[src/rtl/jss_pkg.sv]
// jss_pkg: shared types and constants for the jtag scan sequencer
// item structs, tap phase codes and the sequencer state record
// no dependencies
package jss_pkg;

   localparam int DR_BYTES    = 4;
   localparam int RESET_TICKS = 5;
   localparam int DR_BITS     = DR_BYTES * 8;
   localparam int IR_MAX      = 32;
   localparam int CAP_W       = 32;
   localparam int IR_LEN_W    = 6;
   localparam int IR_LEN_RST  = 4;

   // counter must reach the largest terminal count among the three loops
   localparam int CNT_MAX = (DR_BITS > IR_MAX)
                            ? ((DR_BITS > RESET_TICKS) ? DR_BITS : RESET_TICKS)
                            : ((IR_MAX > RESET_TICKS) ? IR_MAX : RESET_TICKS);
   localparam int CNT_W   = $clog2(CNT_MAX + 1);

   // right shift that lands the first read bit at bit 0 for short data registers
   localparam int CAP_ALIGN = (DR_BITS < CAP_W) ? (CAP_W - DR_BITS) : 0;

   typedef enum logic [3:0] {
      PH_IDLE     = 4'd0,
      PH_RST_HEAD = 4'd1,
      PH_RTI_A    = 4'd2,
      PH_SELDR_A  = 4'd3,
      PH_SELIR    = 4'd4,
      PH_CAPIR    = 4'd5,
      PH_SHIR     = 4'd6,
      PH_IRBITS   = 4'd7,
      PH_UPDIR    = 4'd8,
      PH_RTI_B    = 4'd9,
      PH_SELDR    = 4'd10,
      PH_CAPDR    = 4'd11,
      PH_SHDR     = 4'd12,
      PH_READ     = 4'd13,
      PH_RST_TAIL = 4'd14
   } phase_type;

   typedef struct packed {
      logic              start_req;
      logic              mode;
      logic [31:0]       instruction;
      logic              tdo;
   } req_type;

   typedef struct packed {
      logic              tck_pulse;
      logic              tms;
      logic              tdi;
      logic              trst_n;
      logic              busy_res;
      logic              done_res;
      logic [CAP_W-1:0]  captured;
   } rsp_type;

   typedef struct packed {
      phase_type         phase;
      logic [CNT_W-1:0]  bit_count;
      logic [31:0]       instr_shift;
      logic [CAP_W-1:0]  capture_shift;
      logic              scan_mode;
      logic              parked_high;
   } state_type;

endpackage

[src/rtl/jss_step.sv]
// jss_step: one tck period of the tap sequencer, purely combinational
// takes the current state, one item and the ir length; gives next state and result
// depends on jss_pkg
module jss_step (
   input  jss_pkg::state_type          cur_state,
   input  jss_pkg::req_type            req_item,
   input  logic [jss_pkg::IR_LEN_W-1:0] ir_length,
   output jss_pkg::state_type          nxt_state,
   output jss_pkg::rsp_type            rsp_item
);

   jss_pkg::state_type                work;
   logic [jss_pkg::CNT_W-1:0]         cnt_inc;
   logic [jss_pkg::IR_LEN_W-1:0]      eff_len;
   logic                              tms;
   logic                              tdi;
   logic                              done;

   // length 0 acts as 1, anything above the max acts as the max
   always_comb begin
      if (ir_length == '0) begin
         eff_len = jss_pkg::IR_LEN_W'(1);
      end else if (ir_length > jss_pkg::IR_LEN_W'(jss_pkg::IR_MAX)) begin
         eff_len = jss_pkg::IR_LEN_W'(jss_pkg::IR_MAX);
      end else begin
         eff_len = ir_length;
      end
   end

   always_comb begin
      work = cur_state;
      tms  = 1'b0;
      tdi  = 1'b0;
      done = 1'b0;
      cnt_inc = '0;
      rsp_item = '0;

      if (cur_state.phase == jss_pkg::PH_IDLE && !req_item.start_req) begin
         rsp_item.tck_pulse = 1'b0;
         rsp_item.tms       = cur_state.parked_high;
         rsp_item.tdi       = cur_state.parked_high;
         rsp_item.trst_n    = cur_state.parked_high;
         rsp_item.busy_res  = 1'b0;
         rsp_item.done_res  = 1'b0;
         rsp_item.captured  = cur_state.capture_shift;
      end else begin
         // start item latches the request and runs the first reset tick
         if (cur_state.phase == jss_pkg::PH_IDLE) begin
            work.scan_mode     = req_item.mode;
            work.instr_shift   = req_item.instruction;
            work.capture_shift = '0;
            work.bit_count     = '0;
            work.phase         = jss_pkg::PH_RST_HEAD;
         end
         cnt_inc = work.bit_count + jss_pkg::CNT_W'(1);

         unique case (work.phase)
            jss_pkg::PH_RST_HEAD: begin
               tms = 1'b1;
               work.bit_count = cnt_inc;
               if (cnt_inc >= jss_pkg::CNT_W'(jss_pkg::RESET_TICKS)) begin
                  work.bit_count = '0;
                  work.phase     = jss_pkg::PH_RTI_A;
               end
            end
            jss_pkg::PH_RTI_A: begin
               work.phase = work.scan_mode ? jss_pkg::PH_SELDR_A : jss_pkg::PH_SELDR;
            end
            jss_pkg::PH_SELDR_A: begin
               tms = 1'b1;
               work.phase = jss_pkg::PH_SELIR;
            end
            jss_pkg::PH_SELIR: begin
               tms = 1'b1;
               work.phase = jss_pkg::PH_CAPIR;
            end
            jss_pkg::PH_CAPIR: begin
               work.phase = jss_pkg::PH_SHIR;
            end
            jss_pkg::PH_SHIR: begin
               work.phase     = jss_pkg::PH_IRBITS;
               work.bit_count = '0;
            end
            jss_pkg::PH_IRBITS: begin
               tdi = work.instr_shift[0];
               work.instr_shift = work.instr_shift >> 1;
               work.bit_count   = cnt_inc;
               if (cnt_inc >= jss_pkg::CNT_W'(eff_len)) begin
                  tms = 1'b1;
                  work.bit_count = '0;
                  work.phase     = jss_pkg::PH_UPDIR;
               end
            end
            jss_pkg::PH_UPDIR: begin
               tms = 1'b1;
               work.phase = jss_pkg::PH_RTI_B;
            end
            jss_pkg::PH_RTI_B: begin
               work.phase = jss_pkg::PH_SELDR;
            end
            jss_pkg::PH_SELDR: begin
               tms = 1'b1;
               work.phase = jss_pkg::PH_CAPDR;
            end
            jss_pkg::PH_CAPDR: begin
               work.phase = jss_pkg::PH_SHDR;
            end
            jss_pkg::PH_SHDR: begin
               work.phase     = jss_pkg::PH_READ;
               work.bit_count = '0;
            end
            jss_pkg::PH_READ: begin
               work.capture_shift = {req_item.tdo, work.capture_shift[jss_pkg::CAP_W-1:1]};
               work.bit_count     = cnt_inc;
               if (cnt_inc >= jss_pkg::CNT_W'(jss_pkg::DR_BITS)) begin
                  tms = 1'b1;
                  work.capture_shift = work.capture_shift >> jss_pkg::CAP_ALIGN;
                  work.bit_count     = '0;
                  work.phase         = jss_pkg::PH_RST_TAIL;
               end
            end
            jss_pkg::PH_RST_TAIL: begin
               tms = 1'b1;
               work.bit_count = cnt_inc;
               if (cnt_inc >= jss_pkg::CNT_W'(jss_pkg::RESET_TICKS)) begin
                  work.bit_count   = '0;
                  done             = 1'b1;
                  work.parked_high = 1'b1;
                  work.phase       = jss_pkg::PH_IDLE;
               end
            end
            default: begin
               work.phase     = jss_pkg::PH_IDLE;
               work.bit_count = '0;
            end
         endcase

         rsp_item.tck_pulse = 1'b1;
         rsp_item.tms       = tms;
         rsp_item.tdi       = tdi;
         rsp_item.trst_n    = 1'b1;
         rsp_item.busy_res  = 1'b1;
         rsp_item.done_res  = done;
         rsp_item.captured  = work.capture_shift;
      end
   end

   assign nxt_state = work;

endmodule

[src/rtl/jtag_scan_sequencer_unit.sv]
// jtag_scan_sequencer_unit: top level of the jtag tap master sequencer
// input register, jss_step tick logic and result register
// depends on jss_pkg and jss_step
//
//   port group   dir   handshake              payload
//   req_*        in    req_valid / req_ready  req_data (jss_pkg::req_type)
//   rsp_*        out   rsp_valid / rsp_ready  rsp_data (jss_pkg::rsp_type)
//   csr_*        in    csr_wr_en              csr_wr_data (ir_length)
//
// one item per clock unless a stalled result holds it; an accepted item goes from the input
// register through the tick logic into the result register, which it leaves on rsp_ready.
// synchronous active-high reset clears both valid flags, the tap state and ir_length (4).
// a stalled result holds the result register; one more item can wait in the input
// register, and req_ready drops only while both registers are full and rsp_ready is low.
module jtag_scan_sequencer_unit (
   input  logic                          clock,
   input  logic                          reset,
   input  logic                          req_valid,
   output logic                          req_ready,
   input  jss_pkg::req_type              req_data,
   output logic                          rsp_valid,
   input  logic                          rsp_ready,
   output jss_pkg::rsp_type              rsp_data,
   input  logic                          csr_wr_en,
   input  logic [jss_pkg::IR_LEN_W-1:0]  csr_wr_data
);

   logic                           in_valid_ff;
   jss_pkg::req_type               in_data_ff;
   logic                           out_valid_ff;
   logic                           out_valid_in;
   jss_pkg::rsp_type               out_data_ff;
   jss_pkg::state_type             state_ff;
   jss_pkg::state_type             state_in;
   jss_pkg::rsp_type               step_rsp;
   logic [jss_pkg::IR_LEN_W-1:0]   ir_length_ff;
   logic                           advance;

   // held item moves into the result register when that register is free
   assign advance   = in_valid_ff && (!out_valid_ff || rsp_ready);
   assign req_ready = !in_valid_ff || advance;

   jss_step u_step (
      .cur_state (state_ff),
      .req_item  (in_data_ff),
      .ir_length (ir_length_ff),
      .nxt_state (state_in),
      .rsp_item  (step_rsp)
   );

   always_comb begin
      out_valid_in = out_valid_ff;
      if (advance) begin
         out_valid_in = 1'b1;
      end else if (rsp_ready) begin
         out_valid_in = 1'b0;
      end
   end

   always_ff @(posedge clock) begin
      if (reset) begin
         in_valid_ff  <= 1'b0;
         out_valid_ff <= 1'b0;
         state_ff     <= '0;
         ir_length_ff <= jss_pkg::IR_LEN_W'(jss_pkg::IR_LEN_RST);
      end else begin
         out_valid_ff <= out_valid_in;
         if (req_ready) begin
            in_valid_ff <= req_valid;
         end
         if (advance) begin
            state_ff <= state_in;
         end
         if (csr_wr_en) begin
            ir_length_ff <= csr_wr_data;
         end
      end
   end

   always_ff @(posedge clock) begin
      if (req_ready && req_valid) begin
         in_data_ff <= req_data;
      end
      if (advance) begin
         out_data_ff <= step_rsp;
      end
   end

   assign rsp_valid = out_valid_ff;
   assign rsp_data  = out_data_ff;

endmodule
[config.mk]
export PLATFORM = sky130hd
export DESIGN_NAME = jtag_scan_sequencer_unit
export DESIGN_NICKNAME = d
export VERILOG_FILES = /design/src/rtl/jss_pkg.sv /design/src/rtl/jss_step.sv /design/src/rtl/jtag_scan_sequencer_unit.sv
export SDC_FILE = /design/constraint.sdc
export NUM_CORES = 1
export LEC_CHECK = 0
export ABC_AREA = 1
export ABC_CLOCK_PERIOD_IN_PS = 5540
export BUFFER_PORTS_ARGS = -buffer_cell sky130_fd_sc_hd__buf_4
export CORE_ASPECT_RATIO = 0.75
export CORE_MARGIN = 2
export CORE_UTILIZATION = 55
export CTS_BUF_LIST = sky130_fd_sc_hd__clkbuf_8 sky130_fd_sc_hd__clkbuf_16
export CTS_CLUSTER_SIZE = 40
export DETAILED_ROUTE_END_ITERATION = 16
export PLACE_DENSITY = 0.75
export SYNTH_ARGS = -nofsm -noshare
export SYNTH_HDL_FRONTEND = slang
export SYNTH_HIERARCHICAL = 1
export SYNTH_SLANG_ARGS = --single-unit
[constraint.sdc]
create_clock -name clock -period 5.54 [get_ports clock]
set_input_delay 0.554 -clock clock [delete_from_list [all_inputs] [get_ports clock]]
set_output_delay 0.554 -clock clock [all_outputs]
set_load 0.03 [all_outputs]
==> flow_summary.yaml, run 1 <==
outcome:
  status: "finished clean"
critical_path:
  critPathSlowestCell: "inv_2"
  crit_start: "state_ff[73]"
  worstSetupPathType: "reg2reg"
  crit_required_ps: 5910
  slowest_delay_ps: 670
  path_cells: "nor2_4, nand2_4, nor2_2, buf_4, inv_2, nand2_2, inv_1, nand2_1, o211ai_1, inv_1, nand3_1, nand2_1, nor2_1"
  r2r-start: "state_ff[73]"
  r2r_setup_slack_ps: 1880
  crit_arrival_ps: 4030
  crit_fanout: 76
  end_kind: "register"
  setup.worst_path.start_class: "register"
global_route:
  antenna_found_initial: 0
  grt_pass1_vias: 6471
  track_usage: 0.2225
  overflow: 0
  grt_max_degree: 103
  grt_pass1_wl_mm: 30.44
floorplanning:
  die_h_um: 113.3
  io_pins: 86
  fp-row-count: 39
  initial_core_util: 0.5679
  die_width_um: 149.7
  fp.dieArea_um2: 16960
  core-area_um2: 15420
pwr:
  ir_drop_mv: 0.2138
  finalPower_uw: 3142
  p_leak_uw: 0.004103
  powerDensity_nw_per_um2: 323.5
logic_synthesis:
  syn_area_per_cell_um2: 7.384
  synth_seq_cells: 157
  synth_cell_type_count: 41
  synth-seq-area-share: 0.4423
  syn_area_um2: 8757
  synthCells: 1186
  ys_warn_count: 6
  syn_nets: 1239
detailed_routing:
  top_layer_used: "met4"
  drt_first_iter_violations: 764
  met2_length_mm: 8.610
  drtAntennaViolNets: 0
  drt-met1-wl_mm: 8.519
  wire_per_inst_um: 13.10
  wl_met3_mm: 1.109
  wl_mm: 18.48
  drc_errors: 0
  vias: 7496
  drt-vias-per-instance: 5.313
  drt-pass1-iter-count: 7
cts:
  cts_tree: "built"
  clockBufferDepth: 2
  clk_latency_ps: 430
  clock-sinks: 157
  cts-hold-fix-buffers: 0
  cts_buffers: 17
  clkSlewWorstSetupHoldPaths_ps: 60
  ctsRootBufferMaster: "clkbuf_16"
  ctsResizeCount: 0
  post-cts-setup-buffer-count: 0
  htreeDepth: 4
place:
  io_buffers: 85
  dp.cells: 1379
  dpl.hpwl_mm: 10.80
  place_congestion: 0.8802
sta:
  setup_viol: 0
  finalClockSkew_ps: 7.909
  drv_slew: 0
  fmax_mhz: 273.4
  hold_violations: 0
  tightestPinTransition_ps: 1115
  fin_crit_sh: 0.6602
  tns_ps: 0
  max_slew_margin: 0.2551
  rsz0062_at_grt: "false"
  fin_crit_ps: 3658
cells_and_area:
  stdcell_count: 1411
  nets: 1246
  drive_gt1_frac: 0.1642
  diodes: 0
  syn_to_final_growth_pct: 10.90
min_path:
  hold_path.class: "in2reg"
  holdCritStartpoint: "req_data[4]"
job:
  maxCapViolations: 0
-- worst max-delay path: cells and delay by family (launching register included) --
family                 cells  cell delay (ps)
flip-flops                 1              510
AND/OR/NAND/NOR            8             1600
buffers and inverters      4             1330
AO/OA/AOI/OAI              1               90
-- cells by family (layout without fill, tap and decap cells) --
kind of cell / after synthesis / in the layout / share of synthesized area
flip-flops: 157 / 157 / 0.4423
buffers and inverters: 287 / 307 / 0.1502
adder cells (fa/ha/maj): 7 / 7 / 0.01000
AND/OR/NAND/NOR: 538 / 538 / 0.2590
AO/OA/AOI/OAI: 197 / 197 / 0.1385
-- sequential cells by signal, indices dropped and copies added (netlist names) --
register	count
state_ff	76
rsp_data	38
in_data_ff	35
ir_length_ff	6
in_valid_ff	1
rsp_valid	1
-- path summary, 6_finish.rpt --
| kind | endpoint | depth (start not counted) |
|---|---|---|
| max reg2reg | state_ff[44] | 13 |
| max | state_ff[44] | 13 |
| min | in_data_ff[4] | 1 |
| min reg2reg | state_ff[32] | 2 |
-- cell usage in the layout, fill, tap and decap left out, types with 2 or more instances in the layout --
cell,count
clkinv_4,2
buf_4,93
nand3_2,4
o21ai_0,36
inv_2,48
o22ai_1,2
o21ai_1,4
nor2_1,125
clkinv_2,3
o211ai_1,37
ha_1,7
a21oi_1,81
edfxtp_1,73
nor3_1,2
o221ai_1,27
dfxtp_1,83
nor2_4,3
bufinv_16,4
inv_1,133
nor2_2,2
nand2_2,9
nand4_1,7
clkbuf_16,17
nand2_1,288
clkinv_1,5
nand3_1,91
nand2_4,4
-- metal layers --
| metal | vias to the layer above | global-route usage |
|---|---|---|
| met5 | - | 0 |
| met3 | 16 | 0.05444 |
| met2 | 218 | 0.3514 |
| met4 | 0 | 0.07421 |
| met1 | 3438 | 0.3017 |
| li1 | 3824 | - |
-- Yosys cell counts, drive strengths merged --
cell type / n / area [um^2]
o2111ai: 1 / 8.760
nand2: 301 / 1177
nand4: 8 / 56.30
o211ai: 37 / 277.8
a32o: 1 / 10.01
o21bai: 1 / 7.510
dfxtp: 84 / 1682
nor2: 130 / 513.0
clkinv: 4 / 20.02
nand3: 95 / 495.5
o21ai: 41 / 209.0
or2: 1 / 6.260
o31ai: 1 / 7.510
a32oi: 1 / 8.760
ha: 7 / 87.58
clkbuf: 20 / 75.07
nor3: 3 / 20.02
buf: 85 / 551.8
a31oi: 1 / 6.260
o22ai: 2 / 12.51
edfxtp: 73 / 2192
o221ai: 27 / 236.5
a21oi: 83 / 419.2
o32ai: 1 / 8.760
inv: 178 / 668.1
-- power by group --
part | switching, uW | leakage (uW) | internal (uW)
Sequential | 51.4 | 0.00141 | 1300
Combinational | 384 | 0.00239 | 210
Clock | 455 | 0.000306 | 744
-- cell type report --
cell class                 instances  area [um^2]
inverter                         182        688.2
fill                            1340         5708
clock inverter                    15        178.9
timing repair buffer              93        698.2
sequential                       157         3877
multi-input combinational        742         3587
clock buffer                      17        425.4
tap                              205        256.5
-- through the flow --
step | area [um^2] | worst slack (ps) | hold slack (ps) | utilization
after floorplan | 8757 | 2478 | 451.6 | -
after global placement | 9107 | 2016 | 460.6 | 0.5906
after detailed placement | 9107 | 1926 | 466.8 | 0.5906
after CTS | 9712 | 1940 | 277.0 | 0.6298
after global routing | 9712 | 1575 | 275.7 | 0.6298
final | 9712 | 1882 | 297.4 | 0.6298
Power figures use the tool's default switching activity.
==> run 2, diff against run 1 <==
Settings changed: ABC_CLOCK_PERIOD_IN_PS 5540 to 3000, CORE_UTILIZATION 55 to 54, PLACE_DENSITY 0.75 to 0.77.
Clock period 5.54 ns to 3 ns, I/O delays scaled along.
==> run 2 against run 1 <==
Sequential power grew 84%. Clock power grew 67%. Utilization shrank 1.7 points. Flip-flop and latch count is the same. Hold slack lost 260 ps. Sequential share of layout area shrank 0.15 points. Critical path depth grew 12. Fmax grew 33%. Non-clock buffer count grew 9. Combinational power grew 90%. Die area grew 1.8%. Largest power group unchanged. Highest routed layer unchanged.
==> flow_summary.yaml, run 2 (synthesized netlist as in run 1, its figures left out) <==
cts:
  cts_tree: "built"
  clock-sinks: 157
  ctsRootBufferMaster: "clkbuf_16"
  clk_latency_ps: 430
  cts-hold-fix-buffers: 0
  clkSlewWorstSetupHoldPaths_ps: 60
  cts_buffers: 17
  htreeDepth: 4
  clockBufferDepth: 2
min_path:
  hold_depth: 2
  hold_path.class: "in2reg"
  holdCritStartpoint: "reset"
  hold_end: "in_valid_ff"
sta:
  finalClockSkew_ps: 6.278
  fin_crit_sh: 0.9157
  rsz0062_at_grt: "false"
  setup_viol: 0
  tightestPinTransition_ps: 764.4
  drv_slew: 0
  tns_ps: 0
  hold_violations: 0
  fin_crit_ps: 2747
  fmax_mhz: 364.0
  max_slew_margin: 0.4904
job:
  maxCapViolations: 0
floorplanning:
  core-area_um2: 15970
  initial_core_util: 0.5485
  die_width_um: 151.0
  io_pins: 86
  die_h_um: 114.3
  fp-row-count: 40
  fp.dieArea_um2: 17260
place:
  dpl.hpwl_mm: 11.89
  place_congestion: 0.8656
  dp.cells: 1392
  io_buffers: 85
critical_path:
  setup.worst_path.start_class: "register"
  end_kind: "register"
  r2r-start: "state_ff[73]"
  crit_fanout: 8
  r2r_end: "state_ff[66]"
  crit_required_ps: 3320
  worstSetupPathType: "reg2reg"
  r2r_setup_slack_ps: 250
  crit_arrival_ps: 3060
  r2r_cells: 25
  crit_start: "state_ff[73]"
cells_and_area:
  mostFrequentLayoutCells: "nand2_1, inv_1, nor2_1"
  syn_to_final_growth_pct: 11.69
  nets: 1255
  final_common_cell: "nand2_1"
  largest_reg_flops: 76
  stdcell_count: 1425
  n_fill_cell: 1445
  regMostFlops: "state_ff"
  diodes: 0
  drive_gt1_frac: 0.1778
global_route:
  grt_pass1_wl_mm: 31.19
  grt_pass1_vias: 6511
  antenna_found_initial: 0
  track_usage: 0.2253
  grt_max_degree: 73
  overflow: 0
detailed_routing:
  vias: 7574
  drt-vias-per-instance: 5.315
  drc_errors: 0
  wl_mm: 19.00
  drt_first_iter_violations: 558
  wire_per_inst_um: 13.33
  drt-pass1-iter-count: 5
  drtAntennaViolNets: 0
pwr:
  comb_power_share: 0.201
  share_seq_of_total_power: 0.443
  power.share.clock: 0.356
  p_switching_uw: 1684
  power.internal_uw: 3935
  powerDensity_nw_per_um2: 574.5
  ir_drop_mv: 0.4001
  p_leak_uw: 0.004123
  sw_frac_of_total: 0.2996
outcome:
  status: "finished clean"
[run 2: final cells by class]
cell class / count / area [um^2] / area share
Clock buffer: 17 / 425.4 / 0.04349
Clock inverter: 15 / 125.1 / 0.01279
Inverter: 182 / 688.2 / 0.07036
Multi-Input combinational cell: 742 / 3607 / 0.3688
Sequential cell: 157 / 3890 / 0.3977
Tap cell: 210 / 262.8 / 0.02686
Timing Repair Buffer: 102 / 782.0 / 0.07995
[run 2: layer usage]
metal | part of all wire | vias up | track usage
met4 | 0.019 | 0 | 0.08723
met5 | 0 | - | 0
met1 | 0.46 | 3469 | 0.3149
met3 | 0.056 | 32 | 0.04382
met2 | 0.46 | 232 | 0.3473
li1 | - | 3841 | -
[run 2: how the worst max path moves through the flow]
stage                              end  slack, ps  cells past startpoint
after global routing      state_ff[72]          3                     25
after floorplan           state_ff[66]        250                     26
after detailed placement  state_ff[66]        110                     19
after global placement    state_ff[66]        200                     19
after CTS                 state_ff[66]         90                     19
final                     state_ff[66]        250                     25
[run 2: per-stage QoR]
| step | hold slack (ps) | util | worst slack (ps) | instance area [um^2] | total power (uW) |
|---|---|---|---|---|---|
| 2_1_floorplan | 369.1 | - | 254.7 | 8761 | 3427 |
| 3_3_place_gp | 460.7 | 0.5754 | 197.6 | 9186 | 3613 |
| 3_5_place_dp | 470.0 | 0.5754 | 106.6 | 9186 | 3634 |
| 4_1_cts | 16.28 | 0.6099 | 85.13 | 9737 | 5649 |
| 5_1_grt | 25.12 | 0.6126 | 3.376 | 9781 | 5914 |
| 6_report | 38.65 | 0.6126 | 252.9 | 9781 | 5619 |
[run 2: what timing repair did]
item                                    CTS  global route
buffers inserted                          0             1
gates resized for setup                   0            13
endpoints found under the setup margin    0            10
endpoints found under the hold margin     0             0
[run 2: power by group through the flow]
stage / registers [uW] / logic [uW] / clock network (uW)
global placement: 2530 / 1080 / 0
CTS: 2490 / 1110 / 2050
detailed placement: 2540 / 1100 / 0
finish: 2490 / 1130 / 2000
floorplan: 2560 / 870 / 0
global route: 2510 / 1270 / 2140
[run 2: critical path: stages, from the launching register on]
cell and delay (ps):
dfxtp_4 380, nor2_4 150, nand2_4 70, nand2_1 90
inv_1 70, ha_2 210, inv_1 50, nand2_1 60
nand2_1 60, inv_1 90, ha_1 290, nand2_1 50
nand2_1 50, nand2_1 40, nand2_1 50, nand2_1 60
nand3_2 80, nand2_2 90, nand2_4 110, nand3_4 100
o21bai_1 130, nand2_1 60, inv_1 60, nand3_1 70
nand2_1 100, nor2_1 40
==> run 3, diff against run 2 <==
Settings changed: CORE_UTILIZATION 54 to 53, PLACE_DENSITY 0.77 to 0.76, SYNTH_HIERARCHICAL 1 to default.
==> run 3 against run 2 <==
Fmax increased by 0.42%. Combinational power is 60% lower. First-iteration DRC count fell by 24%. Critical path type unchanged. Flip-flop and latch count shrank 1.
==> flow_summary.yaml, run 3 <==
sta:
  fmax_mhz: 365.5
  tightestPinTransition_ps: 590.2
  finalClockSkew_ps: 9.570
  whs_ps: 46.81
  setup_viol: 0
  fin_crit_sh: 0.9119
  hold_violations: 0
  drv_slew: 0
  max_slew_margin: 0.6065
  rsz0062_at_grt: "false"
  tns_ps: 0
  fin_crit_ps: 2736
cts:
  cts-hold-fix-buffers: 0
  cts_buffers: 17
  ctsResizeCount: 0
  post-cts-setup-buffer-count: 0
  cts_tree: "built"
  htreeDepth: 4
  clk_latency_ps: 420
  clockBufferDepth: 2
  clkSlewWorstSetupHoldPaths_ps: 70
  clock-sinks: 156
  ctsRootBufferMaster: "clkbuf_16"
critical_path:
  critPathSlowestCell: "dfxtp_2"
  worstSetupPathDepth: 20
  setup.worst_path.start_class: "register"
  path_buf_inv: 2
  crit_top_cell: "nand2_1"
  cp_top_family: "simple AND/OR/NAND/NOR gates"
  worstSetupPathType: "reg2reg"
  slowest_delay_ps: 370
  crit_fanout: 16
  path_cells: "nor2_4, nand2_8, nand2_1, inv_1, ha_1, inv_1, nand2_2, nand2_1, ha_1, nand2_1, nand2_1, nand2_1, nand2_1, nand2_1, nand3_2, nand2_4, nand2_4, o22ai_1, nand2_1, a21oi_1"
  r2r_cells: 20
  crit_required_ps: 3350
  crit_arrival_ps: 3090
  end_kind: "register"
cells_and_area:
  fin_util: 0.6514
  diodes: 0
  nets: 964
  final_common_cell: "nand2_1"
  drive_gt1_frac: 0.1840
  mostFrequentLayoutCells: "nand2_1, o21ai_0, buf_4"
  regMostFlops: "state_ff"
  largest_reg_flops: 76
  stdcell_count: 1095
  stdcell_area_um2: 8597
  syn_to_final_growth_pct: 18.49
place:
  place_congestion: 0.9038
  dp.cells: 1063
  io_buffers: 85
  placed_area_um2: 8026
  dpl.hpwl_mm: 9.901
logic_synthesis:
  syn_area_per_cell_um2: 8.627
  synth_common_cells: "nand2_1, o21ai_0, dfxtp_1"
  synth_area_leader_cell: "edfxtp_1"
  synth_area_leaders: "edfxtp_1, dfxtp_1, o21ai_0"
  synthArstFlopShare: 0
  synth_most_common_cell: "nand2_1"
  synth_top_area_share: 0.2980
  syn_area_um2: 7256
  synth_edf_count: 72
  ys_warn_count: 0
  synth_cell_type_count: 35
  synth_seq_cells: 156
  synth-seq-area-share: 0.5297
  synthCells: 841
  yosys_most_used_dff: "dfxtp_1"
  syn_nets: 894
global_route:
  antenna_found_initial: 0
  grt_pass1_vias: 5387
  grt_pass1_wl_mm: 25.74
  overflow: 0
  grt_max_degree: 87
  track_usage: 0.2145
floorplanning:
  initial_core_util: 0.5498
  fp-row-count: 36
  core-area_um2: 13200
  fp.dieArea_um2: 14650
  die_width_um: 139.1
  die_h_um: 105.3
  io_pins: 86
job:
  maxCapViolations: 0
pwr:
  p_leak_uw: 0.003303
  ir_drop_mv: 0.4033
  powerDensity_nw_per_um2: 564.3
detailed_routing:
  drt-pass1-iter-count: 8
  vias: 5972
  drt-vias-per-instance: 5.454
  drc_errors: 0
  drtAntennaViolNets: 0
  wl_mm: 15.50
  wire_per_inst_um: 14.15
  drt_first_iter_violations: 422
min_path:
  hold_depth: 1
  hold_path.class: "in2reg"
outcome:
  status: "finished clean"
## run 3: per-stage QoR
stage               power, uW  setup slack [ps]
finish                   4851             264.3
global route             5025             78.59
CTS                      4874             155.5
detailed placement       2877             215.9
global placement         2866             305.5
floorplan                2722             335.6
## run 3: path summary, 6_finish.rpt
path              slack (ps)             to    startpoint
setup reg to reg         260   state_ff[71]  state_ff[75]
hold / removal            50  in_data_ff[9]   req_data[9]
hold reg to reg          460   state_ff[35]  state_ff[35]
setup / recovery         260   state_ff[71]  state_ff[75]
## run 3: kinds of logic (layout without fill, tap and decap cells)
group	after synthesis	in the layout	share of synthesized area
muxes	31	31	0.04277
and+or+nand+nor	287	287	0.1747
DFF	156	156	0.5297
adders and majority gates	7	7	0.01207
AOI/OAI and AO/OA	237	237	0.1714
buffers and inverters	123	206	0.06932
## run 3: cell type report
class | instances | area [um^2]
Fill cell | 1043 | 4601
Sequential cell | 156 | 3847
Multi-Input combinational cell | 562 | 2929
Timing Repair Buffer | 102 | 778.2
Clock buffer | 17 | 425.4
Inverter | 72 | 270.3
Tap cell | 171 | 214.0
Clock inverter | 15 | 132.6
## run 3: routing by layer
layer	vias to the layer above	GRT usage	wire (um)
li1	3005	-	-
met1	2760	0.3037	7368
met2	185	0.3286	7110
met3	22	0.05588	862
met4	0	0.05772	155
met5	-	0	0
## run 3: power breakdown
group	switching (uW)	internal [uW]
registers	44.8	2340
logic	286	166
clock network	929	1090
